## src/rtl/spot_pkg.sv

```systemverilog
// Shared constants and types for the script push-operation tokenizer.
package spot_pkg;

    localparam int unsigned BYTE_W   = 8;
    localparam int unsigned LEN_W    = 32;
    localparam int unsigned LCNT_W   = 3;
    localparam int unsigned SHIFT_W  = 2;
    localparam int unsigned S_DATA_W = 8;
    localparam int unsigned M_DATA_W = 16;
    localparam int unsigned M_USER_W = 3;

    localparam logic [BYTE_W-1:0] OP_0          = 8'h00;
    localparam logic [BYTE_W-1:0] OP_PUSH_LEN8  = 8'h4C;
    localparam logic [BYTE_W-1:0] OP_PUSH_LEN16 = 8'h4D;
    localparam logic [BYTE_W-1:0] OP_PUSH_LEN32 = 8'h4E;

    localparam logic [LCNT_W-1:0] LEN_BYTES_PD1 = 3'd1;
    localparam logic [LCNT_W-1:0] LEN_BYTES_PD2 = 3'd2;
    localparam logic [LCNT_W-1:0] LEN_BYTES_PD4 = 3'd4;

    typedef enum logic [1:0] {
        KIND_PLAIN   = 2'd0,
        KIND_PUSH    = 2'd1,
        KIND_LENGTH  = 2'd2,
        KIND_OPERAND = 2'd3
    } kind_t;

endpackage

```

## src/rtl/script_push_op_tokenizer_top.sv

```systemverilog
// Script push-operation tokenizer: tags each script byte by its role in an operation.
//
// Usage:
//   The slave channel takes one script byte per word in s_axis_tdata[7:0];
//   s_axis_tlast marks the final byte of a script. The master channel gives
//   one word per input byte: m_axis_tdata holds the opcode of the operation
//   the byte belongs to (bits 7:0) and the byte itself (bits 15:8);
//   m_axis_tuser holds the byte kind (bits 1:0: plain opcode, push opcode,
//   length byte, operand byte) and the truncated flag (bit 2); m_axis_tlast
//   marks the byte that completes an operation.
//   m_axis_tvalid rises in the cycle after a byte is accepted. Throughput is one
//   byte per cycle while the receiver keeps up: the parse state and the result
//   register are updated in the cycle the byte is taken, so the longest
//   recurrence is the 32-bit operand countdown.
//   When the receiver stalls, the result register holds its word and
//   s_axis_tready drops until it is taken; a new byte is accepted in the same
//   cycle that the waiting word leaves.
//   Reset clears the output valid and returns the parser to expecting an
//   opcode. After a final byte the parser also returns to expecting an
//   opcode, so the next byte starts a new script.
module script_push_op_tokenizer_top
    import spot_pkg::*;
(
    input  logic                aclk,
    input  logic                aresetn,
    input  logic                s_axis_tvalid,
    output logic                s_axis_tready,
    input  logic [S_DATA_W-1:0] s_axis_tdata,   // [7:0] script_byte
    input  logic                s_axis_tlast,   // last_byte
    output logic                m_axis_tvalid,
    input  logic                m_axis_tready,
    output logic [M_DATA_W-1:0] m_axis_tdata,   // [7:0] opcode, [15:8] data_byte
    output logic [M_USER_W-1:0] m_axis_tuser,   // [1:0] byte_kind, [2] truncated
    output logic                m_axis_tlast    // op_end
);

    typedef enum logic [1:0] {
        PH_OPCODE  = 2'd0,
        PH_LENGTH  = 2'd1,
        PH_OPERAND = 2'd2
    } phase_t;

    phase_t              phase_reg, phase_next;
    logic [LCNT_W-1:0]   len_left_reg, len_left_next;
    logic [LEN_W-1:0]    asm_len_reg, asm_len_next;
    logic [SHIFT_W-1:0]  shift_reg, shift_next;
    logic [LEN_W-1:0]    opnd_left_reg, opnd_left_next;
    logic [BYTE_W-1:0]   cur_op_reg, cur_op_next;

    logic                m_valid_reg, m_valid_next;
    kind_t               kind_reg, kind_next;
    logic [BYTE_W-1:0]   op_out_reg, data_out_reg;
    logic                end_reg, end_next;
    logic                trunc_reg, trunc_next;

    logic                s_accept;
    logic [BYTE_W-1:0]   in_byte;
    logic [LEN_W-1:0]    len_merged;
    logic [LCNT_W-1:0]   len_left_dec;
    logic [LEN_W-1:0]    opnd_left_dec;

    assign in_byte       = s_axis_tdata[BYTE_W-1:0];
    assign s_axis_tready = !m_valid_reg || m_axis_tready;
    assign s_accept      = s_axis_tvalid && s_axis_tready;

    assign len_merged    = asm_len_reg | (LEN_W'(in_byte) << {shift_reg, 3'b000});
    assign len_left_dec  = len_left_reg - LCNT_W'(1);
    assign opnd_left_dec = opnd_left_reg - LEN_W'(1);

    always_comb begin
        phase_next     = phase_reg;
        len_left_next  = len_left_reg;
        asm_len_next   = asm_len_reg;
        shift_next     = shift_reg;
        opnd_left_next = opnd_left_reg;
        cur_op_next    = cur_op_reg;
        kind_next      = KIND_PLAIN;
        end_next       = 1'b0;
        trunc_next     = 1'b0;

        case (phase_reg)
            PH_LENGTH: begin
                kind_next     = KIND_LENGTH;
                asm_len_next  = len_merged;
                shift_next    = shift_reg + SHIFT_W'(1);
                len_left_next = len_left_dec;
                if (len_left_dec == '0) begin
                    if (len_merged == '0) begin
                        // A zero-length push ends on its last length byte.
                        end_next   = 1'b1;
                        phase_next = PH_OPCODE;
                    end else begin
                        opnd_left_next = len_merged;
                        phase_next     = PH_OPERAND;
                    end
                end
            end
            PH_OPERAND: begin
                kind_next      = KIND_OPERAND;
                opnd_left_next = opnd_left_dec;
                if (opnd_left_dec == '0) begin
                    end_next   = 1'b1;
                    phase_next = PH_OPCODE;
                end
            end
            default: begin
                cur_op_next = in_byte;
                phase_next  = PH_OPCODE;
                if (in_byte > OP_PUSH_LEN32) begin
                    kind_next = KIND_PLAIN;
                    end_next  = 1'b1;
                end else begin
                    kind_next = KIND_PUSH;
                    if (in_byte == OP_0) begin
                        end_next = 1'b1;
                    end else if (in_byte < OP_PUSH_LEN8) begin
                        opnd_left_next = LEN_W'(in_byte);
                        phase_next     = PH_OPERAND;
                    end else begin
                        case (in_byte)
                            OP_PUSH_LEN8:  len_left_next = LEN_BYTES_PD1;
                            OP_PUSH_LEN16: len_left_next = LEN_BYTES_PD2;
                            default:       len_left_next = LEN_BYTES_PD4;
                        endcase
                        asm_len_next = '0;
                        shift_next   = '0;
                        phase_next   = PH_LENGTH;
                    end
                end
            end
        endcase

        if (s_axis_tlast) begin
            // The script ends here; an unfinished operation is flagged.
            if (phase_next != PH_OPCODE) begin
                trunc_next = 1'b1;
                end_next   = 1'b0;
            end
            phase_next     = PH_OPCODE;
            len_left_next  = '0;
            asm_len_next   = '0;
            shift_next     = '0;
            opnd_left_next = '0;
        end

        m_valid_next = m_valid_reg && !m_axis_tready;
        if (s_accept) begin
            m_valid_next = 1'b1;
        end
    end

    always_ff @(posedge aclk) begin
        if (!aresetn) begin
            phase_reg     <= PH_OPCODE;
            len_left_reg  <= '0;
            asm_len_reg   <= '0;
            shift_reg     <= '0;
            opnd_left_reg <= '0;
            cur_op_reg    <= '0;
            m_valid_reg   <= 1'b0;
        end else begin
            m_valid_reg <= m_valid_next;
            if (s_accept) begin
                phase_reg     <= phase_next;
                len_left_reg  <= len_left_next;
                asm_len_reg   <= asm_len_next;
                shift_reg     <= shift_next;
                opnd_left_reg <= opnd_left_next;
                cur_op_reg    <= cur_op_next;
                kind_reg      <= kind_next;
                op_out_reg    <= cur_op_next;
                data_out_reg  <= in_byte;
                end_reg       <= end_next;
                trunc_reg     <= trunc_next;
            end
        end
    end

    assign m_axis_tvalid = m_valid_reg;
    assign m_axis_tdata  = {data_out_reg, op_out_reg};
    assign m_axis_tuser  = {trunc_reg, kind_reg};
    assign m_axis_tlast  = end_reg;

    a_reset_phase: assert property (@(posedge aclk)
        !aresetn |=> phase_reg == PH_OPCODE)
        else $error("parser not idle after reset");

    a_trunc_no_end: assert property (@(posedge aclk) disable iff (!aresetn)
        m_valid_reg && trunc_reg |-> !end_reg)
        else $error("truncated word also marks operation end");

    a_plain_ends: assert property (@(posedge aclk) disable iff (!aresetn)
        m_valid_reg && kind_reg == KIND_PLAIN |-> end_reg && !trunc_reg)
        else $error("plain opcode does not complete its operation");

    a_last_resets: assert property (@(posedge aclk) disable iff (!aresetn)
        s_accept && s_axis_tlast |=> phase_reg == PH_OPCODE && opnd_left_reg == '0)
        else $error("parser not cleared after final byte");

    a_operand_count: assert property (@(posedge aclk) disable iff (!aresetn)
        phase_reg == PH_OPERAND |-> opnd_left_reg != '0)
        else $error("operand phase with no bytes left");

endmodule
```

## config.mk

```make
export PLATFORM = sky130hd
export DESIGN_NAME = script_push_op_tokenizer_top
export DESIGN_NICKNAME = d
export VERILOG_FILES = /design/src/rtl/spot_pkg.sv /design/src/rtl/script_push_op_tokenizer_top.sv
export SDC_FILE = /design/constraint.sdc
export NUM_CORES = 1
export LEC_CHECK = 0
export BUFFER_PORTS_ARGS = -buffer_cell sky130_fd_sc_hd__buf_2
export CORE_ASPECT_RATIO = 0.9
export CORE_UTILIZATION = 51
export CTS_CLUSTER_DIAMETER = 50
export DETAILED_ROUTE_END_ITERATION = 7
export PLACE_DENSITY = 0.69
export REMOVE_ABC_BUFFERS = 1
export SLEW_MARGIN = 30
export SYNTH_ARGS = -nofsm -noshare
export SYNTH_HDL_FRONTEND = slang
export SYNTH_SLANG_ARGS = --single-unit
```

## constraint.sdc

```tcl
create_clock -name aclk -period 6.71 [get_ports aclk]
set_input_delay 0.3355 -clock aclk [delete_from_list [all_inputs] [get_ports aclk]]
set_output_delay 0.3355 -clock aclk [all_outputs]
set_load 0.005 [all_outputs]
```

**Yosys cells after proc, flatten, opt, wreduce, memory -nomap -nowiden**

Cells that the tools add are included.

- Logic and storage cells: 90
- Bits of input ports: 13
- Memories kept: 0
- Bits in writable memories: 0
- Output and inout bits: 22
- ROM bits: 0
- Register bits: 100
- Bits in latches: 0

- Add/sub/neg operators: 3
- Muxes and demuxes: 44
- Divide/modulo/power cells: 0
- Reductions and logical operators: 15
- Eq/ne operators: 12
- Multiply operators: 0
- $lt $le $gt $ge: 2
- Bitwise operators: 1
- Shifts and indexed selects: 1

Operators with widths:

| cell | count |
|---|---|
| $mux W32 | 10 |
| $pmux W32 S2 | 2 |
| $logic_not A32 Y1 | 2 |
| $or A32 B32 Y32 | 1 |
| $shl A8 B5 Y32 | 1 |
| $sub A32 B1 Y32 const B | 1 |
| $mux W2 | 11 |
| $eq A8 B7 Y1 const B | 2 |
| $mux W3 | 4 |
| $pmux W2 S2 | 3 |
| $pmux W3 S2 | 2 |
| $mux W1 | 10 |
| $ne A3 B2 Y1 const B | 3 |
| $gt A8 B7 Y1 const B | 1 |
| $logic_not A8 Y1 | 1 |
| $lt A8 B7 Y1 const B | 1 |
| $mux W8 | 1 |
| $ne A4 B2 Y1 const B | 2 |
| $ne A3 B3 Y1 const B | 2 |
| $reduce_and A6 Y1 | 1 |
| $reduce_and A5 Y1 | 1 |
| $reduce_bool A4 Y1 | 1 |
| $logic_not A3 Y1 | 1 |
| $sub A3 B1 Y3 const B | 1 |
| other kinds (11) | 13 |

**Longest topological paths before layout**

- Depth after elaboration: 9
- Gate-level depth with buffers: 9
- Depth with buffers taken out: 9

**Worst setup path after synthesis**

Ideal clock, no wire load.

- Kind: register to register
- Start point: register opnd_left_reg[0]
- End point: register end_reg (netlist: m_axis_tlast) (data pin)
- Path buffers: 0
- Stages on the path, launching flop included: 10
- Clock period less this slack: 2.679 ns
- Data arrival time: 2.534 ns
- Setup slack: 4.031 ns
- Cells stage by stage: dfxtp_1 > inv_1 > ha_1 > or4b_2 > nor4_4 > xor2_1 > nor4_1 > nand4_1 > or3_1 > a21oi_1

- Longest elaborated chain between the ends: 7

RTL lines:

| item | line | RTL |
|---|---|---|
| from (decl) | script_push_op_tokenizer_top.sv:47 | `logic [LEN_W-1:0] opnd_left_reg, opnd_left_next;` |
| from (signal assigned) | script_push_op_tokenizer_top.sv:168 | `opnd_left_reg <= opnd_left_next;` |
| $sub A32 B1 Y32 (*) | script_push_op_tokenizer_top.sv:68 | `assign opnd_left_dec = opnd_left_reg - LEN_W'(1);` |
| $logic_not A32 Y1 (*) | script_push_op_tokenizer_top.sv:101 | `if (opnd_left_dec == '0) begin` |
| $mux W2 | script_push_op_tokenizer_top.sv:101 |  |
| $pmux W2 S2 | script_push_op_tokenizer_top.sv:81 | `case (phase_reg)` |
| $reduce_bool A2 Y1 | script_push_op_tokenizer_top.sv:135 | `if (phase_next != PH_OPCODE) begin` |
| $mux W1 | script_push_op_tokenizer_top.sv:135 |  |
| $mux W1 (*) | script_push_op_tokenizer_top.sv:133 | `if (s_axis_tlast) begin` |
| via end_next | script_push_op_tokenizer_top.sv:53 | `logic end_reg, end_next;` |
| to (signal assigned) | script_push_op_tokenizer_top.sv:173 | `end_reg <= end_next;` |
| to (decl) | script_push_op_tokenizer_top.sv:53 |  |

The timed path passes the listed nets; every way through them passes the cells marked *.
A chain may end at the register's enable or synchronous reset.

**Final worst setup path**

- Start point: register phase_reg[1]
- End point: register opnd_left_reg[31]

- Longest elaborated chain between the ends: 3

RTL lines:

| item | line | RTL |
|---|---|---|
| from (decl) | script_push_op_tokenizer_top.sv:43 | `phase_t phase_reg, phase_next;` |
| from (signal assigned) | script_push_op_tokenizer_top.sv:164 | `phase_reg <= phase_next;` |
| $eq A2 B2 Y1 / $eq A2 B1 Y1 (equally long branches) | script_push_op_tokenizer_top.sv:81 |  |
| $ne A4 B2 Y1 (no source line), or another cell as far along | n/a |  |
| $reduce_and A6 Y1 (no source line) / $mux W32 (equally long branches) | n/a |  |

Several ways; a longest one is shown, not always the timed one.

==> results.py <==
metrics = {
    "setup_path": {
        "path_cells": "inv_1 > ha_1 > clkinv_1 > nor4_1 > o21a_2 > nor4_1 > a31o_2",
        "crit_buf_inv": 2,
        "start_kind": "flop",
        "critPathArrivalTime_ns": 3.86,
        "crit_path_max_incr_delay_ns": 0.89,
        "end_kind": "flop",
        "critPathSlowestCell": "clkinv_1",
        "path_max_fanout": 33,
        "crit_top_cell": "nor4_1",
        "critical_path_required_ns": 6.96,
        "cp_top_family": "buffers and inverters",
        "critPathKind": "reg -> reg",
    },
    "finish": {
        "multi_input_comb_area_um2": 3190,
        "diodes": 0,
        "final_cell_mix": "80 x dfxtp_1, 79 x nor2_1, 70 x a21oi_1",
        "final_common_cell": "dfxtp_1",
        "syn2layout_area_growth_pct": 7.63,
        "nets": 702,
        "fillers": 1012,
        "regArea_um2": 2200,
        "fin_cells": 839,
        "drive_above_1_share_pct": 12.8,
    },
    "timing": {
        "fin_worst_skew_ns": 0.0101,
        "worstMarginPinSlew_ns": 0.913,
        "finalCritPeriodShare_pct": 53.8,
        "max_freq_mhz": 277,
        "maxSlewViolCount": 0,
        "setup_viol": 0,
        "tns_ns": 0,
        "setup_ws_ns": 3.10,
        "fin_crit_ns": 3.61,
        "timing.slew.headroom_pct": 38.8,
        "finalHoldViolations": 0,
        "rsz0062_at_grt": "no",
    },
    "synth": {
        "synth_cell_types": 70,
        "syn_area_um2": 5700,
        "ys_async_sr_fraction_pct": 0,
        "seq_area_frac_synth_pct": 38.6,
        "yosys_warnings": 0,
        "synth_edf_count": 20,
        "synth_ff_type": "dfxtp_1",
        "synthCells": 691,
        "synth-seq-cells": 100,
        "avgSynthCellArea_um2": 8.26,
    },
    "route": {
        "drc": 0,
        "vias": 5639,
        "drt_iter0_markers": 613,
        "routed_wirelength_um": 18300,
        "routed_via_density": 6.72,
        "first_pass_iters": 5,
        "post_drt_wl_per_cell_um": 21.8,
        "ant_nets": 0,
    },
    "die": {
        "core_um2": 10900,
        "fp.dieH_um": 102,
        "io_pins": 35,
        "initial_utilization_pct": 52.5,
        "rows": 36,
        "die_area_um2": 11600,
        "die_w_um": 113,
    },
    "power": {
        "leakagePower_nw": 2.04,
        "max-vdd-ir-drop_mv": 0.206,
        "p_per_area_nw_per_um2": 222,
    },
    "min_path": {
        "worstHoldPathType": "in -> reg",
    },
    "grt": {
        "grt_pass1_wl_um": 28600,
        "grt_pass1_vias": 5122,
        "grt_usage_pct": 32.6,
        "grt_max_degree": 66,
        "antenna_found_initial": 0,
        "overflow": 0,
    },
    "clock_tree": {
        "hold_buffers": 0,
        "post_cts_buffers": 0,
        "postCtsResizedCells": 0,
        "cts_tree": "done",
        "h-tree-depth": 3,
        "clock-sinks": 100,
        "clk_latency_ns": 0.36,
        "cts_buffer_depth": 2,
        "clk_pin_slew_ns": 0.07,
        "cts_root_buf": "clkbuf_16",
        "cts_buffers": 9,
    },
    "job": {
        "maxCapViolations": 0,
    },
    "status": {
        "outcome": "completed",
    },
    "placement": {
        "pre_cts_ws_ns": 3.51,
        "gp_congestion": 0.942,
        "dp_cells": 824,
        "dp_hpwl_um": 12300,
        "numPortBuffers": 34,
    },
}
[cell families (layout without fill, tap and decap cells)]
kind of cell	after synthesis	in the layout	synth area share [%]
DFF	100	100	38.6
buffers and inverters	76	72	5.79
AOI/OAI and AO/OA	232	232	26.2
and+or+nand+nor	254	254	24.2
muxes	7	7	1.38
xor gates and xnor gates	16	16	2.46
adders and majority gates	6	6	1.32
[metrics by stage]
step / power, W / utilization, % / instance area, um2 / hold slack [ns]
floorplan: 0.000780 / - / 5440 / 0.434
global placement: 0.000854 / 53.8 / 5840 / 0.439
CTS: 0.00136 / 56.5 / 6130 / 0.243
finish: 0.00136 / 56.6 / 6140 / 0.248
detailed placement: 0.000856 / 53.9 / 5850 / 0.448
global route: 0.00141 / 56.6 / 6140 / 0.248
[where the power goes]
| part | leakage [nW] | internal (W) | switching [W] |
|---|---|---|---|
| Sequential | 0.834 | 0.000626 | 0.00000914 |
| Combinational | 1.06 | 0.0000694 | 0.000146 |
| Clock | 0.138 | 0.000282 | 0.000231 |
| Total | 2.04 | 0.000977 | 0.000386 |
[layer usage]
layer | wire (um) | track usage [%] | part of all wire [%]
met4 | 367 | 10.3 | 2.0
met3 | 1800 | 9.73 | 9.8
met5 | 0 | 2.92 | 0
met2 | 7970 | 48.7 | 44
met1 | 8160 | 44.9 | 45
[worst paths after layout]
kind	start	to	slack (ns)	depth (start not counted)
setup / recovery	phase_reg[1]	opnd_left_reg[31]	3.10	7
hold / removal	s_axis_tvalid	m_axis_tvalid	0.25	3
setup reg to reg	phase_reg[1]	opnd_left_reg[31]	3.10	7
hold reg to reg	cur_op_reg[5]	cur_op_reg[5]	0.45	2
[worst reg2reg max path, stage by stage, from the launching register on]
cell and delay [ns]:
dfxtp_1 0.36, inv_1 0.08, ha_1 0.49, clkinv_1 0.89, nor4_1 0.69, o21a_2 0.63
nor4_1 0.13, a31o_2 0.23
[layout make-up]
| class | count | share of cell area (%) |
|---|---|---|
| inverter | 18 | 1.10 |
| multi-input combinational | 515 | 51.9 |
| clock buffer | 13 | 4.40 |
| timing repair buffer | 39 | 3.38 |
| sequential | 100 | 35.9 |
| clock inverter | 2 | 0.265 |
| tap | 152 | 3.10 |
[cells in the mapped netlist (all sizes together), types with 7 or more instances]
library cell,count,area (um2)
nor2,81,304
dfxtp,80,1600
a21oi,70,350
nand2,48,180
o21ai,48,244
clkbuf,39,146
a22oi,35,263
nor4,31,258
nor3,26,140
edfxtp,20,601
buf,19,116
nand4,19,119
inv,16,60.1
o311ai,10,87.6
xnor2,10,87.6
a31oi,7,43.8
mux2,7,78.8
or4,7,63.8
Power figures use the tool's default switching activity.
